**config.mk**
```make
export PLATFORM = sky130hd
export DESIGN_NAME = priority_backoff_window_table_flat
export DESIGN_NICKNAME = d
export VERILOG_FILES = /design/src/hw/rtl/pbwt_pkg.sv /design/src/hw/rtl/pbwt_if.sv /design/src/hw/rtl/priority_backoff_window_table.sv /design/src/hw/rtl/pbwt_cell.sv /design/src/flat_wrapper.sv
export SDC_FILE = /design/constraint.sdc
export NUM_CORES = 1
export LEC_CHECK = 0
export ABC_AREA = 1
export BUFFER_PORTS_ARGS = -buffer_cell sky130_fd_sc_hd__buf_2
export CAP_MARGIN = 40
export CORE_MARGIN = 10
export CORE_UTILIZATION = 50
export DETAILED_ROUTE_END_ITERATION = 12
export PLACE_DENSITY = 0.63
export SKIP_CTS_REPAIR_TIMING = 1
export SLEW_MARGIN = 30
export SYNTH_ARGS = -nofsm -noshare
export SYNTH_HDL_FRONTEND = slang
export SYNTH_SLANG_ARGS = --single-unit
```
**constraint.sdc**
```tcl
create_clock -name i_clk -period 5.5 [get_ports i_clk]
set_clock_uncertainty 0.15 [all_clocks]
set_input_delay 0.275 -clock i_clk [delete_from_list [all_inputs] [get_ports i_clk]]
set_output_delay 0.275 -clock i_clk [all_outputs]
set_load 0.01 [all_outputs]
```
**src/hw/rtl/pbwt_pkg.sv**
```systemverilog
// shared types, constants and spread tables of the backoff window table
// no dependencies
package pbwt_pkg;

    localparam int MAX_CLASSES = 8;
    localparam int CLS_W       = 3;
    localparam int LIMIT_W     = 7;
    localparam int LOW_W       = 8;
    localparam int SPREAD_W    = 5;
    localparam int COLL_W      = 8;
    localparam int SUCC_W      = 2;

    // event kinds
    localparam logic MODE_FAIL    = 1'b0;
    localparam logic MODE_SUCCESS = 1'b1;

    localparam logic [SUCC_W-1:0] SUCC_WRAP  = 2'd3;
    localparam logic [COLL_W-1:0] COLL_MAX   = 8'hFF;
    localparam logic [COLL_W-1:0] COLL_TABLE = 8'd4;

    // limits after reset, class 0 first
    localparam logic [LIMIT_W-1:0] LIMIT_RESET [MAX_CLASSES] =
        '{7'd64, 7'd60, 7'd56, 7'd52, 7'd46, 7'd38, 7'd28, 7'd16};

    typedef enum logic [1:0] {
        ST_IDLE,
        ST_RIPPLE,
        ST_EMIT
    } t_state;

    // event broadcast to every cell
    typedef struct packed {
        logic             valid;
        logic             mode;
        logic [CLS_W-1:0] cls;
    } t_evt;

    // limit write broadcast to every cell
    typedef struct packed {
        logic               en;
        logic [CLS_W-1:0]   index;
        logic [LIMIT_W-1:0] data;
    } t_cfg_wr;

    // window top handed to the next lower class
    typedef struct packed {
        logic               valid;
        logic [LIMIT_W-1:0] high;
    } t_chain;

    // what a cell shows for readout
    typedef struct packed {
        logic [LOW_W-1:0]    low;
        logic [LIMIT_W-1:0]  high;
        logic [SPREAD_W-1:0] spread;
    } t_view;

    typedef struct packed {
        logic [LOW_W-1:0]   low;
        logic [LIMIT_W-1:0] high;
    } t_window;

    // spread after a failure, for collision counts 1 to 4
    function automatic logic [SPREAD_W-1:0] widen_spread(input logic [2:0] c);
        logic [SPREAD_W-1:0] s;
        unique case (c)
            3'd0:    s = 5'd1;
            3'd1:    s = 5'd3;
            3'd2:    s = 5'd6;
            3'd3:    s = 5'd10;
            default: s = 5'd16;
        endcase
        return s;
    endfunction

    // spread after every third success, for collision counts 0 to 4
    function automatic logic [SPREAD_W-1:0] narrow_spread(input logic [2:0] c);
        logic [SPREAD_W-1:0] s;
        unique case (c)
            3'd0:    s = 5'd1;
            3'd1:    s = 5'd1;
            3'd2:    s = 5'd3;
            3'd3:    s = 5'd6;
            default: s = 5'd10;
        endcase
        return s;
    endfunction

    // reset window of one class: chain from the top class with spread one
    function automatic t_window reset_window(input int cls, input int count);
        t_window            w;
        logic [LOW_W-1:0]   lo;
        logic [LOW_W:0]     sum;
        logic [LIMIT_W-1:0] hi;
        hi  = '0;
        lo  = 8'd1;
        sum = '0;
        for (int i = MAX_CLASSES - 1; i >= 0; i--) begin
            if (i < count && i >= cls) begin
                if (i != count - 1) begin
                    lo = LOW_W'(hi) + 8'd1;
                end
                sum = 9'(lo) + 9'd1;
                hi  = (sum < 9'(LIMIT_RESET[i])) ? sum[LIMIT_W-1:0] : LIMIT_RESET[i];
            end
        end
        w.low  = lo;
        w.high = hi;
        return w;
    endfunction

endpackage

```
**src/hw/rtl/pbwt_if.sv**
```systemverilog
// handshake channels of the backoff window table: events, windows, limit writes
// depends on pbwt_pkg
interface pbwt_in_if import pbwt_pkg::*; ();
    logic             valid;
    logic             ready;
    logic             mode;
    logic [CLS_W-1:0] priority_req;

    modport source (output valid, output mode, output priority_req, input ready);
    modport sink   (input valid, input mode, input priority_req, output ready);
endinterface

interface pbwt_out_if import pbwt_pkg::*; ();
    logic                valid;
    logic                ready;
    logic [CLS_W-1:0]    class_index;
    logic [LOW_W-1:0]    window_low;
    logic [LIMIT_W-1:0]  window_high;
    logic [SPREAD_W-1:0] spread;
    logic                last;

    modport source (output valid, output class_index, output window_low,
                    output window_high, output spread, output last, input ready);
    modport sink   (input valid, input class_index, input window_low,
                    input window_high, input spread, input last, output ready);
endinterface

interface pbwt_cfg_if import pbwt_pkg::*; ();
    logic               valid;
    logic               ready;
    logic [CLS_W-1:0]   index;
    logic [LIMIT_W-1:0] data;

    modport source (output valid, output index, output data, input ready);
    modport sink   (input valid, input index, input data, output ready);
endinterface

```
**src/hw/rtl/priority_backoff_window_table.sv**
```systemverilog
// Backoff window table for CLASS_COUNT priority classes, one cell per class in a
// chain running from the top class down to class 0. An event word is taken only
// while the block is idle. A success, or a class at or above CLASS_COUNT, goes
// straight to readout; a failure on class c first ripples the new window top down
// the cell chain, one cell per cycle, down to class 0. Readout then hands out
// CLASS_COUNT window words, class 0 first, one per cycle while the sink is ready.
// Limit writes are taken every cycle and act at the next recomputation of that
// class's window.
// depends on pbwt_pkg, pbwt_if and pbwt_cell
module priority_backoff_window_table import pbwt_pkg::*; #(
    parameter int CLASS_COUNT = 8
) (
    input  logic              i_clk,
    input  logic              i_rst_n,
    pbwt_in_if.sink           i_evt,
    pbwt_out_if.source        o_win,
    pbwt_cfg_if.sink          i_cfg
);

    localparam int                IDX_W    = $clog2(CLASS_COUNT);
    localparam logic [IDX_W-1:0]  LAST_IDX = IDX_W'(CLASS_COUNT - 1);
    localparam logic [IDX_W-1:0]  ONE_IDX  = IDX_W'(1);

    t_state             r_state, n_state;
    logic [IDX_W-1:0]   r_left,  n_left;
    logic [IDX_W-1:0]   r_idx,   n_idx;

    logic               w_in_acc;
    logic               w_out_acc;
    logic               w_in_range;
    logic               w_ripple;
    t_evt               w_evt;
    t_cfg_wr            w_cfg;
    t_chain             w_chain [CLASS_COUNT+1];
    t_view              w_view  [CLASS_COUNT];

    assign w_in_acc   = i_evt.valid && i_evt.ready;
    assign w_out_acc  = o_win.valid && o_win.ready;
    assign w_in_range = 4'(i_evt.priority_req) < 4'(CLASS_COUNT);
    assign w_ripple   = (i_evt.mode == MODE_FAIL) && w_in_range &&
                        (i_evt.priority_req != '0);

    // broadcasts to the cells
    assign w_evt.valid = w_in_acc && w_in_range;
    assign w_evt.mode  = i_evt.mode;
    assign w_evt.cls   = i_evt.priority_req;

    assign i_cfg.ready = 1'b1;
    assign w_cfg.en    = i_cfg.valid;
    assign w_cfg.index = i_cfg.index;
    assign w_cfg.data  = i_cfg.data;

    // cell chain, top class has no upper neighbor
    assign w_chain[CLASS_COUNT] = '0;

    for (genvar g = 0; g < CLASS_COUNT; g++) begin : g_cell
        pbwt_cell #(
            .IDX         (g),
            .CLASS_COUNT (CLASS_COUNT)
        ) u_cell (
            .i_clk   (i_clk),
            .i_rst_n (i_rst_n),
            .i_evt   (w_evt),
            .i_cfg   (w_cfg),
            .i_chain (w_chain[g+1]),
            .o_chain (w_chain[g]),
            .o_view  (w_view[g])
        );
    end

    // next state
    always_comb begin
        n_state = r_state;
        unique case (r_state)
            ST_IDLE: begin
                if (w_in_acc) begin
                    n_state = w_ripple ? ST_RIPPLE : ST_EMIT;
                end
            end
            ST_RIPPLE: begin
                if (r_left == ONE_IDX) begin
                    n_state = ST_EMIT;
                end
            end
            ST_EMIT: begin
                if (w_out_acc && (r_idx == LAST_IDX)) begin
                    n_state = ST_IDLE;
                end
            end
            default: n_state = ST_IDLE;
        endcase
    end

    // handshake outputs
    always_comb begin
        i_evt.ready = 1'b0;
        o_win.valid = 1'b0;
        unique case (r_state)
            ST_IDLE:   i_evt.ready = 1'b1;
            ST_EMIT:   o_win.valid = 1'b1;
            default: begin
                i_evt.ready = 1'b0;
                o_win.valid = 1'b0;
            end
        endcase
    end

    // ripple countdown and readout index
    always_comb begin
        n_left = r_left;
        n_idx  = r_idx;
        if (w_in_acc) begin
            n_left = i_evt.priority_req[IDX_W-1:0];
            n_idx  = '0;
        end else if (r_state == ST_RIPPLE) begin
            n_left = r_left - ONE_IDX;
        end
        if (w_out_acc) begin
            n_idx = (r_idx == LAST_IDX) ? '0 : r_idx + ONE_IDX;
        end
    end

    always_ff @(posedge i_clk) begin
        if (!i_rst_n) begin
            r_state <= ST_IDLE;
            r_left  <= '0;
            r_idx   <= '0;
        end else begin
            r_state <= n_state;
            r_left  <= n_left;
            r_idx   <= n_idx;
        end
    end

    // window word for the class under readout
    assign o_win.class_index = CLS_W'(r_idx);
    assign o_win.window_low  = w_view[r_idx].low;
    assign o_win.window_high = w_view[r_idx].high;
    assign o_win.spread      = w_view[r_idx].spread;
    assign o_win.last        = (r_idx == LAST_IDX);

endmodule

```
**src/hw/rtl/pbwt_cell.sv**
```systemverilog
// one class of the window table: counts, spread, limit and window
// depends on pbwt_pkg; the cells form a chain from the top class downward
module pbwt_cell import pbwt_pkg::*; #(
    parameter int IDX         = 0,
    parameter int CLASS_COUNT = 8
) (
    input  logic    i_clk,
    input  logic    i_rst_n,
    input  t_evt    i_evt,
    input  t_cfg_wr i_cfg,
    input  t_chain  i_chain,
    output t_chain  o_chain,
    output t_view   o_view
);

    localparam t_window RST_WIN = reset_window(IDX, CLASS_COUNT);

    logic [LIMIT_W-1:0]  r_limit,  n_limit;
    logic [SPREAD_W-1:0] r_spread, n_spread;
    logic [COLL_W-1:0]   r_coll,   n_coll;
    logic [SUCC_W-1:0]   r_succ,   n_succ;
    logic [LOW_W-1:0]    r_low,    n_low;
    logic [LIMIT_W-1:0]  r_high,   n_high;
    t_chain              r_pass,   n_pass;

    logic               w_hit;
    logic               w_fail;
    logic [COLL_W-1:0]  w_coll_inc;
    logic [COLL_W-1:0]  w_coll_dec;
    logic [SUCC_W-1:0]  w_succ_inc;
    logic [LOW_W-1:0]   w_base_low;
    logic [LOW_W:0]     w_sum;
    logic [LIMIT_W-1:0] w_cap;

    assign w_hit      = i_evt.valid && (i_evt.cls == CLS_W'(IDX));
    assign w_fail     = w_hit && (i_evt.mode == MODE_FAIL);
    assign w_coll_inc = (r_coll == COLL_MAX) ? r_coll : r_coll + 8'd1;
    assign w_coll_dec = (r_coll != '0) ? r_coll - 8'd1 : r_coll;
    assign w_succ_inc = r_succ + 2'd1;

    // counts and spread of this class
    always_comb begin
        n_coll   = r_coll;
        n_succ   = r_succ;
        n_spread = r_spread;
        if (w_hit) begin
            if (i_evt.mode == MODE_FAIL) begin
                n_coll = w_coll_inc;
                if (w_coll_inc <= COLL_TABLE) begin
                    n_spread = widen_spread(w_coll_inc[2:0]);
                end
            end else if (w_succ_inc != SUCC_WRAP) begin
                n_succ = w_succ_inc;
            end else begin
                n_succ = '0;
                n_coll = w_coll_dec;
                if (w_coll_dec <= COLL_TABLE) begin
                    n_spread = narrow_spread(w_coll_dec[2:0]);
                end
            end
        end
    end

    // window top: base is own low on a failure, one above the upper neighbor on a ripple
    assign w_base_low = i_chain.valid ? (LOW_W'(i_chain.high) + 8'd1) : r_low;
    assign w_sum      = 9'(w_base_low) + 9'(n_spread);
    assign w_cap      = (w_sum < 9'(r_limit)) ? w_sum[LIMIT_W-1:0] : r_limit;

    always_comb begin
        n_low        = r_low;
        n_high       = r_high;
        n_pass.valid = 1'b0;
        n_pass.high  = r_high;
        if (w_fail || i_chain.valid) begin
            n_low        = w_base_low;
            n_high       = w_cap;
            n_pass.valid = 1'b1;
            n_pass.high  = w_cap;
        end
    end

    // limit register
    always_comb begin
        n_limit = r_limit;
        if (i_cfg.en && (i_cfg.index == CLS_W'(IDX))) begin
            n_limit = i_cfg.data;
        end
    end

    always_ff @(posedge i_clk) begin
        if (!i_rst_n) begin
            r_limit  <= LIMIT_RESET[IDX];
            r_spread <= 5'd1;
            r_coll   <= '0;
            r_succ   <= '0;
            r_low    <= RST_WIN.low;
            r_high   <= RST_WIN.high;
            r_pass   <= '0;
        end else begin
            r_limit  <= n_limit;
            r_spread <= n_spread;
            r_coll   <= n_coll;
            r_succ   <= n_succ;
            r_low    <= n_low;
            r_high   <= n_high;
            r_pass   <= n_pass;
        end
    end

    assign o_chain       = r_pass;
    assign o_view.low    = r_low;
    assign o_view.high   = r_high;
    assign o_view.spread = r_spread;

endmodule

```
**src/flat_wrapper.sv**
```systemverilog
// flat-port wrapper written by rule: the top's interface ports become plain ports
module priority_backoff_window_table_flat import pbwt_pkg::*;
#(
    parameter int CLASS_COUNT = 8
)
  (i_clk, i_rst_n, i_evt_valid, i_evt_mode, i_evt_priority_req, i_evt_ready, o_win_valid, o_win_class_index, o_win_window_low, o_win_window_high, o_win_spread, o_win_last, o_win_ready, i_cfg_valid, i_cfg_index, i_cfg_data, i_cfg_ready);
  pbwt_in_if i_evt_i ();
  pbwt_out_if o_win_i ();
  pbwt_cfg_if i_cfg_i ();
  input  logic i_clk;
  input  logic i_rst_n;
  input wire logic [$bits(i_evt_i.valid)-1:0] i_evt_valid;
  input wire logic [$bits(i_evt_i.mode)-1:0] i_evt_mode;
  input wire logic [$bits(i_evt_i.priority_req)-1:0] i_evt_priority_req;
  output wire logic [$bits(i_evt_i.ready)-1:0] i_evt_ready;
  output wire logic [$bits(o_win_i.valid)-1:0] o_win_valid;
  output wire logic [$bits(o_win_i.class_index)-1:0] o_win_class_index;
  output wire logic [$bits(o_win_i.window_low)-1:0] o_win_window_low;
  output wire logic [$bits(o_win_i.window_high)-1:0] o_win_window_high;
  output wire logic [$bits(o_win_i.spread)-1:0] o_win_spread;
  output wire logic [$bits(o_win_i.last)-1:0] o_win_last;
  input wire logic [$bits(o_win_i.ready)-1:0] o_win_ready;
  input wire logic [$bits(i_cfg_i.valid)-1:0] i_cfg_valid;
  input wire logic [$bits(i_cfg_i.index)-1:0] i_cfg_index;
  input wire logic [$bits(i_cfg_i.data)-1:0] i_cfg_data;
  output wire logic [$bits(i_cfg_i.ready)-1:0] i_cfg_ready;
  assign i_evt_i.valid = i_evt_valid;
  assign i_evt_i.mode = i_evt_mode;
  assign i_evt_i.priority_req = i_evt_priority_req;
  assign i_evt_ready = i_evt_i.ready;
  assign o_win_valid = o_win_i.valid;
  assign o_win_class_index = o_win_i.class_index;
  assign o_win_window_low = o_win_i.window_low;
  assign o_win_window_high = o_win_i.window_high;
  assign o_win_spread = o_win_i.spread;
  assign o_win_last = o_win_i.last;
  assign o_win_i.ready = o_win_ready;
  assign i_cfg_i.valid = i_cfg_valid;
  assign i_cfg_i.index = i_cfg_index;
  assign i_cfg_i.data = i_cfg_data;
  assign i_cfg_ready = i_cfg_i.ready;
  priority_backoff_window_table #(.CLASS_COUNT(CLASS_COUNT)) u_core (.i_clk(i_clk), .i_rst_n(i_rst_n), .i_evt(i_evt_i), .o_win(o_win_i), .i_cfg(i_cfg_i));
endmodule
```
==> impl_results.md, run 1 <==
* Critical path peak fanout at 13
* Fin area at about 26000 um^2
* Final min period at about 5.2 ns
* Drt total wl at 70500 um
* Clock sink count at between 300 and 400
* Primary FF master, synth: dfxtp_1
* Failing checks: hold timing
* Critical-path top delay cell: ha_1
* Setup Crit Path Kind: flop to flop
* VDD IR-drop max at between 200 and 300 uV
* Total CTS buffers at 43
* Most common cell after layout, fill and taps aside: nand2_1
* Worst-Skew Late Latency at 0.59 ns
* Final std cells w/o fill at between 4000 and 5000
* HPWL Detailed at 51600 um
* Die Area at 54300 um^2
* Remaining DRCs at 0
* Synthesized instance count at around 3400
* Slowest stage delay, CP at 0.42 ns
* Tot GR Track Use at 24.9%
* Chip Height at roughly 230 um
* Lkg Pwr at 12.1 nW
* Total core area at about 45000 um^2
* Gr ovfl total at 0
* Largest net degree at the start of global routing at 82
* Worst Path Arrival at approximately 5.5 ns
* Run status: finished with violations
* Final net count at between 3000 and 4000
* Fmax at roughly 0.19 GHz
* Drt pass-1 iters at 8
* CP top delay family: compound AO/OA/AOI/OAI gates
* Relative slew slack at 41.9%
* Sw Ratio at 29.0%
* Ys async rst share at 0%
* Total power draw at 6.67 mW
* Final Hold Fails at 1
* Slew @ Worst Pin at 0.869 ns
* PwrDens at 257 nW/um^2
* CTS tree: done
* Placement Cell Area at approximately 24000 um^2
* Int Power at 4.74 mW
* Rows at 78
* Post-synth EDFFs at 0
* MaxCap Viol Count at 0
* DR WL/cell at ~17 um
* Critical path buffers and inverters at 4
* Port Buf Inserts at 44
* Synthesis-to-finish area growth at 14.5%
* Synth Net Count at approximately 3600
* RSZ-0062 raised after global routing: true
* Io pins at 46
* Post-synthesis sequential area ratio at 31.0%
* GP Congestion at 0.940
* Die width at 233 um
* Pre-CTS WS at -0.0276 ns
* Yosys warns at 0
* Clk Tree Root Cell: clkbuf_16
* Number of global-route vias before repair at 20900
* TNS Setup at 0 ns
* Routed via count at 22900
* NetSw at 1.93 mW
* Initial Util at 50.4%
* Clock transition at the registers of the reported paths at 0.06 ns
* Syn_area_per_cell at roughly 6.6 um^2
* Most frequent cells in the layout: nand2_1 (636), inv_1 (525), o21ai_0 (347)
* Placed Cells incl. Taps at 3989
* Part of the cycle the worst path needs at 94.0%
* Min-Delay Path Class: primary input to flop
* Share of layout cells above drive strength 1 at 12.3%
* Starting DRC count in detailed routing at around 1800
* First-pass GRT wire length at about 110000 um
* Fin util at 57.7%
* Setup ws final at 0.332 ns
* Clk buf depth at 3
* Initial antenna violation count at 1
* Cell variety after synth at 69
* Antenna cells at 0
* Logic gate share of total power at 15.3%
* Finish-stage setup viols at 0
* Cell mode on critical path: nand2_1
* Sequential Power Share at 40.1%
* Clock power share at 44.6%
* CP startpoint kind: flop
* Max-slew violations at 0
* Fin Hold WS at -0.000227 ns
* Final ANT Viol Nets at 0
* Post-synthesis register bit count at 352
* Critical Path End Type: flop
* Critical path required time at slightly below 6 ns
* # H-tree levels at 2
* Via/cell ratio at 5.57
* Mapped cell area at ~23000 um^2
cells in the mapped netlist (4+ instances only):
master	n	area (um^2)
buf_1	7	26.3
nor3b_1	4	30.0
o22ai_1	37	231
nand2_1	647	2430
nor2_4	9	101
or2_1	7	43.8
a22oi_1	4	30.0
o21ai_2	5	43.8
o211ai_1	102	766
nor3_1	32	160
clkbuf_1	92	345
dfxtp_1	352	7050
o21ai_0	368	1840
fa_1	7	140
nand2_2	12	75.1
nor2_1	282	1060
o31ai_1	5	37.5
nand2_4	4	45.0
ha_1	113	1410
clkinv_1	4	15.0
nand3_1	186	931
inv_2	12	45.0
buf_2	12	60.1
xor2_1	56	490
o21bai_1	13	97.6
or2_2	25	156
o221ai_1	15	131
xnor2_1	15	131
inv_1	538	2020
o21a_1	8	60.1
and2_1	7	43.8
nand3b_1	8	60.1
a221oi_1	6	52.6
nand4_1	37	231
nor2_2	18	113
o211a_1	6	60.1
a21boi_0	4	30.0
a21oi_1	266	1330
a211oi_1	12	90.1
a31oi_1	37	231
power by group through the flow:
stage | clock, mW | combinational [mW] | sequential [mW]
after floorplan | 0 | 0.671 | 2.71
after global placement | 0 | 0.913 | 2.73
after detailed placement | 0 | 0.927 | 2.73
after CTS | 3.02 | 0.933 | 2.67
after global routing | 3.12 | 1.14 | 2.68
final | 2.97 | 1.02 | 2.67
worst reg2reg max path, delay by kind of cell, from the launching register on:
| kind | cells | cell delay (ns) |
|---|---|---|
| buf+inv | 4 | 0.48 |
| simple gates | 14 | 1.50 |
| flops | 1 | 0.37 |
| compound gates | 9 | 1.60 |
| fa+ha+maj | 3 | 0.84 |
| xor+xnor | 1 | 0.17 |
cell type report:
cell class                 instances  area [um^2]
clock buffer                      55         1190
multi-input combinational       2397        13600
fill                            4426        19100
inverter                         554         2090
timing repair buffer             134          995
clock inverter                    23          274
tap                              600          751
sequential                       352         7080
worst paths after layout:
path	start	end	slack, ns	depth (start not counted)
worst max-delay path	u_core.g_cell[1].u_cell.r_coll[1]	u_core.g_cell[1].u_cell.r_high[1]	0.33	31
worst max register to register	u_core.g_cell[1].u_cell.r_coll[1]	u_core.g_cell[1].u_cell.r_high[1]	0.33	31
worst min register to register	u_core.g_cell[7].u_cell.r_high[6]	u_core.g_cell[7].u_cell.o_chain[6]	0.32	2
worst min-delay path	i_cfg_index[1]	u_core.g_cell[7].u_cell.r_limit[4]	-0.0002	4
registers in the layout, indices dropped and copies added, names as in the netlist, 3 cells and up:
signal and cells:
u_core.g_cell.u_cell.o_chain 56, u_core.g_cell.u_cell.r_coll 64, u_core.g_cell.u_cell.r_high 56, u_core.g_cell.u_cell.r_limit 56, u_core.g_cell.u_cell.r_low 56, u_core.g_cell.u_cell.r_spread 40, u_core.g_cell.u_cell.r_succ 16, u_core.o_win.class_index 3
u_core.r_left 3
logic make-up after synthesis:
group | after synthesis | synth area share, %
AND/OR/NAND/NOR | 1295 | 25.0
XOR/XNOR | 71 | 2.74
buffers and inverters | 671 | 11.3
AO/OA/AOI/OAI | 909 | 23.1
flip-flops | 352 | 31.0
adder cells (fa/ha/maj) | 120 | 6.84
other | 1 | 0.0165
metal layers:
layer | global-route usage, % | part of all wire, % | up-vias
li1 | - | - | 11500
met1 | 34.9 | 48 | 10700
met2 | 38.6 | 44 | 681
met3 | 3.19 | 5.6 | 104
met4 | 8.91 | 3.0 | 2
met5 | 0 | 0.026 | -
(Power assumes the default switching activity.)
==> inputs of run 2 (changes only) <==
CORE_UTILIZATION = 31   (was 50)
PLACE_DENSITY = 0.42   (was 0.63)
TNS_END_PERCENT = 50   (was default)
==> run 2 against run 1 <==
The run now ends clean. Global-route usage fell by 7.3 points. Worst setup slack lost 0.018 ns. Routed wire length rose by 11%. Largest cell class unchanged. Largest power group unchanged. Highest routed layer is now met4.
==> impl_results.md, run 2 (synthesized netlist as in run 1, its figures left out) <==
* Run status: finished, final reports clean
* Total core area at around 73000 um^2
* Gr ovfl total at 0
* Most frequent cells in the layout: nand2_1 (632), inv_1 (522), o21ai_0 (345)
* Critical path required time at 5.81 ns
* Clock sink count at 352
* R2R Path End: u_core.g_cell[1].u_cell.o_chain[4]
* CTS tree: done
* Lkg Pwr at 12.3 nW
* Die width at 291 um
* Setup Crit Path Kind: flop to flop
* Slowest stage delay, CP at 0.43 ns
* Setup ws final at between 0.3 and 0.4 ns
* R2r startpoint: u_core.g_cell[1].u_cell.r_coll[1]
* Worst Path Arrival at 5.50 ns
* Relative slew slack at 44.9%
* RSZ-0062 raised after global routing: true
* Tot GR Track Use at between 10% and 20%
* Synthesis-to-finish area growth at 18.8%
* Routed via count at 22500
* DR WL/cell at approximately 17 um
* Most common cell after layout, fill and taps aside: nand2_1
* Io pins at 46
* Rows at 99
* Most flop-heavy register: u_core.g_cell.u_cell.r_coll
* Hold Path End: u_core.g_cell[4].u_cell.r_limit[3]
* Critical Path End Type: flop
* CP top delay family: simple AND/OR/NAND/NOR gates
* Fmax at 0.193 GHz
* Clk Tree Root Cell: clkbuf_16
* Via/cell ratio at 4.99
* Total CTS buffers at 47
* Final Hold Fails at 0
* Fill cells at slightly below 8000
* Starting DRC count in detailed routing at 1435
* Clk buf depth at 3
* Max-slew violations at 0
* CP startpoint kind: flop
* Chip Height at just under 300 um
* Setup slack, reg-to-reg at 0.31 ns
* Largest net degree at the start of global routing at 76
* Final net count at 3641
* GP Congestion at 0.858
* Initial antenna violation count at 1
* Total power draw at roughly 7.3 mW
* Drt pass-1 iters at 8
* Die Area at 84500 um^2
* Critical-path top delay cell: fa_2
* PwrDens at 270 nW/um^2
* Share of layout cells above drive strength 1 at 13.4%
* Critical path buffers and inverters at 5
* Clock transition at the registers of the reported paths at ~0.06 ns
* Part of the cycle the worst path needs at 94.3%
* Finish-stage setup viols at 0
* HPWL Detailed at 58200 um
* Flip-flop and latch area at roughly 7000 um^2
* VDD IR-drop max at 169 uV
* Slew @ Worst Pin at slightly above 0.8 ns
* MaxCap Viol Count at 0
* Worst Reg2Reg Path Length in Cells at 33
* WHS Path Cells at 3
* Remaining DRCs at 0
* # H-tree levels at 2
* Initial Util at 31.2%
* Drt total wl at 78500 um
* Critical path peak fanout at 10
* Final ANT Viol Nets at 0
* Hold path startpoint: i_cfg_data[3]
* Max reg flops at 64
* Number of global-route vias before repair at 21200
* Worst-Skew Late Latency at roughly 0.60 ns
* Multi-input logic area at 13700 um^2
* Min-Delay Path Class: primary input to flop
* Cell mode on critical path: nand2_1
* Port Buf Inserts at between 40 and 50
* First-pass GRT wire length at 121000 um
* Final min period at 5.19 ns
* Pre-CTS WS at -0.0669 ns
## run 2: cell types whose count changed in the layout (fill, tap and decap cells not counted), sizes merged
cell,change
buf,+17
bufinv,+7
clkbuf,+5
clkinv,-3
clkinvlp,+1
diode,+1
inv,-1
nand3,-1
## run 2: routing by layer
layer,track usage [%],up-vias,wire (um)
met2,27.3,433,34100
met3,2.40,106,3210
met5,0,-,0
met4,4.99,0,2100
li1,-,11500,-
met1,25.0,10400,39100
## run 2: worst max path at each step
stage                                                  from                            endpoint  slack, ns  depth (start not counted)
after global placement    u_core.g_cell[3].u_cell.r_coll[1]  u_core.g_cell[3].u_cell.o_chain[3]      -0.01                         31
after detailed placement  u_core.g_cell[3].u_cell.r_coll[1]  u_core.g_cell[3].u_cell.o_chain[3]      -0.07                         31
after global routing      u_core.g_cell[1].u_cell.r_coll[1]  u_core.g_cell[1].u_cell.o_chain[3]       -0.1                         35
final                     u_core.g_cell[1].u_cell.r_coll[1]  u_core.g_cell[1].u_cell.o_chain[4]       0.31                         33
after floorplan           u_core.g_cell[6].u_cell.r_coll[0]  u_core.g_cell[6].u_cell.o_chain[5]       0.78                         31
after CTS                 u_core.g_cell[3].u_cell.r_coll[1]  u_core.g_cell[3].u_cell.o_chain[3]      -0.09                         31
## run 2: layout make-up
cell class              count  area share [%]
clock inverters            27            1.82
clock buffers              60            4.84
multi-input cells        2396            50.8
inverters                 554            7.74
diodes                      1         0.00928
flip-flops and latches    352            26.3
repair buffers            151            4.05
well taps                 959            4.45
## run 2: power breakdown
group	internal [mW]	total (mW)	switching [mW]
Sequential	2.62	2.67	0.0566
Clock	2.25	3.55	1.30
Combinational	0.361	1.06	0.699
Total	5.23	7.28	2.05
## run 2: per-stage QoR
stage               util (%)  instances  TNS [ns]  hold slack [ns]  area (um^2)
floorplan                  -       3419         0            0.251        22700
global placement        33.1       4364   -0.0147            0.291        24100
detailed placement      33.2       4367    -0.237            0.295        24200
CTS                     35.6       4454    -0.753           -0.244        26000
global route            37.0       4499    -0.704          0.00408        27000
finish                  37.0       4500         0           0.0170        27000
## run 2: worst min-delay path, cell delays in order
cell and delay [ns]:
buf_2 0.24, nand2_1 0.12, o211ai_1 0.07
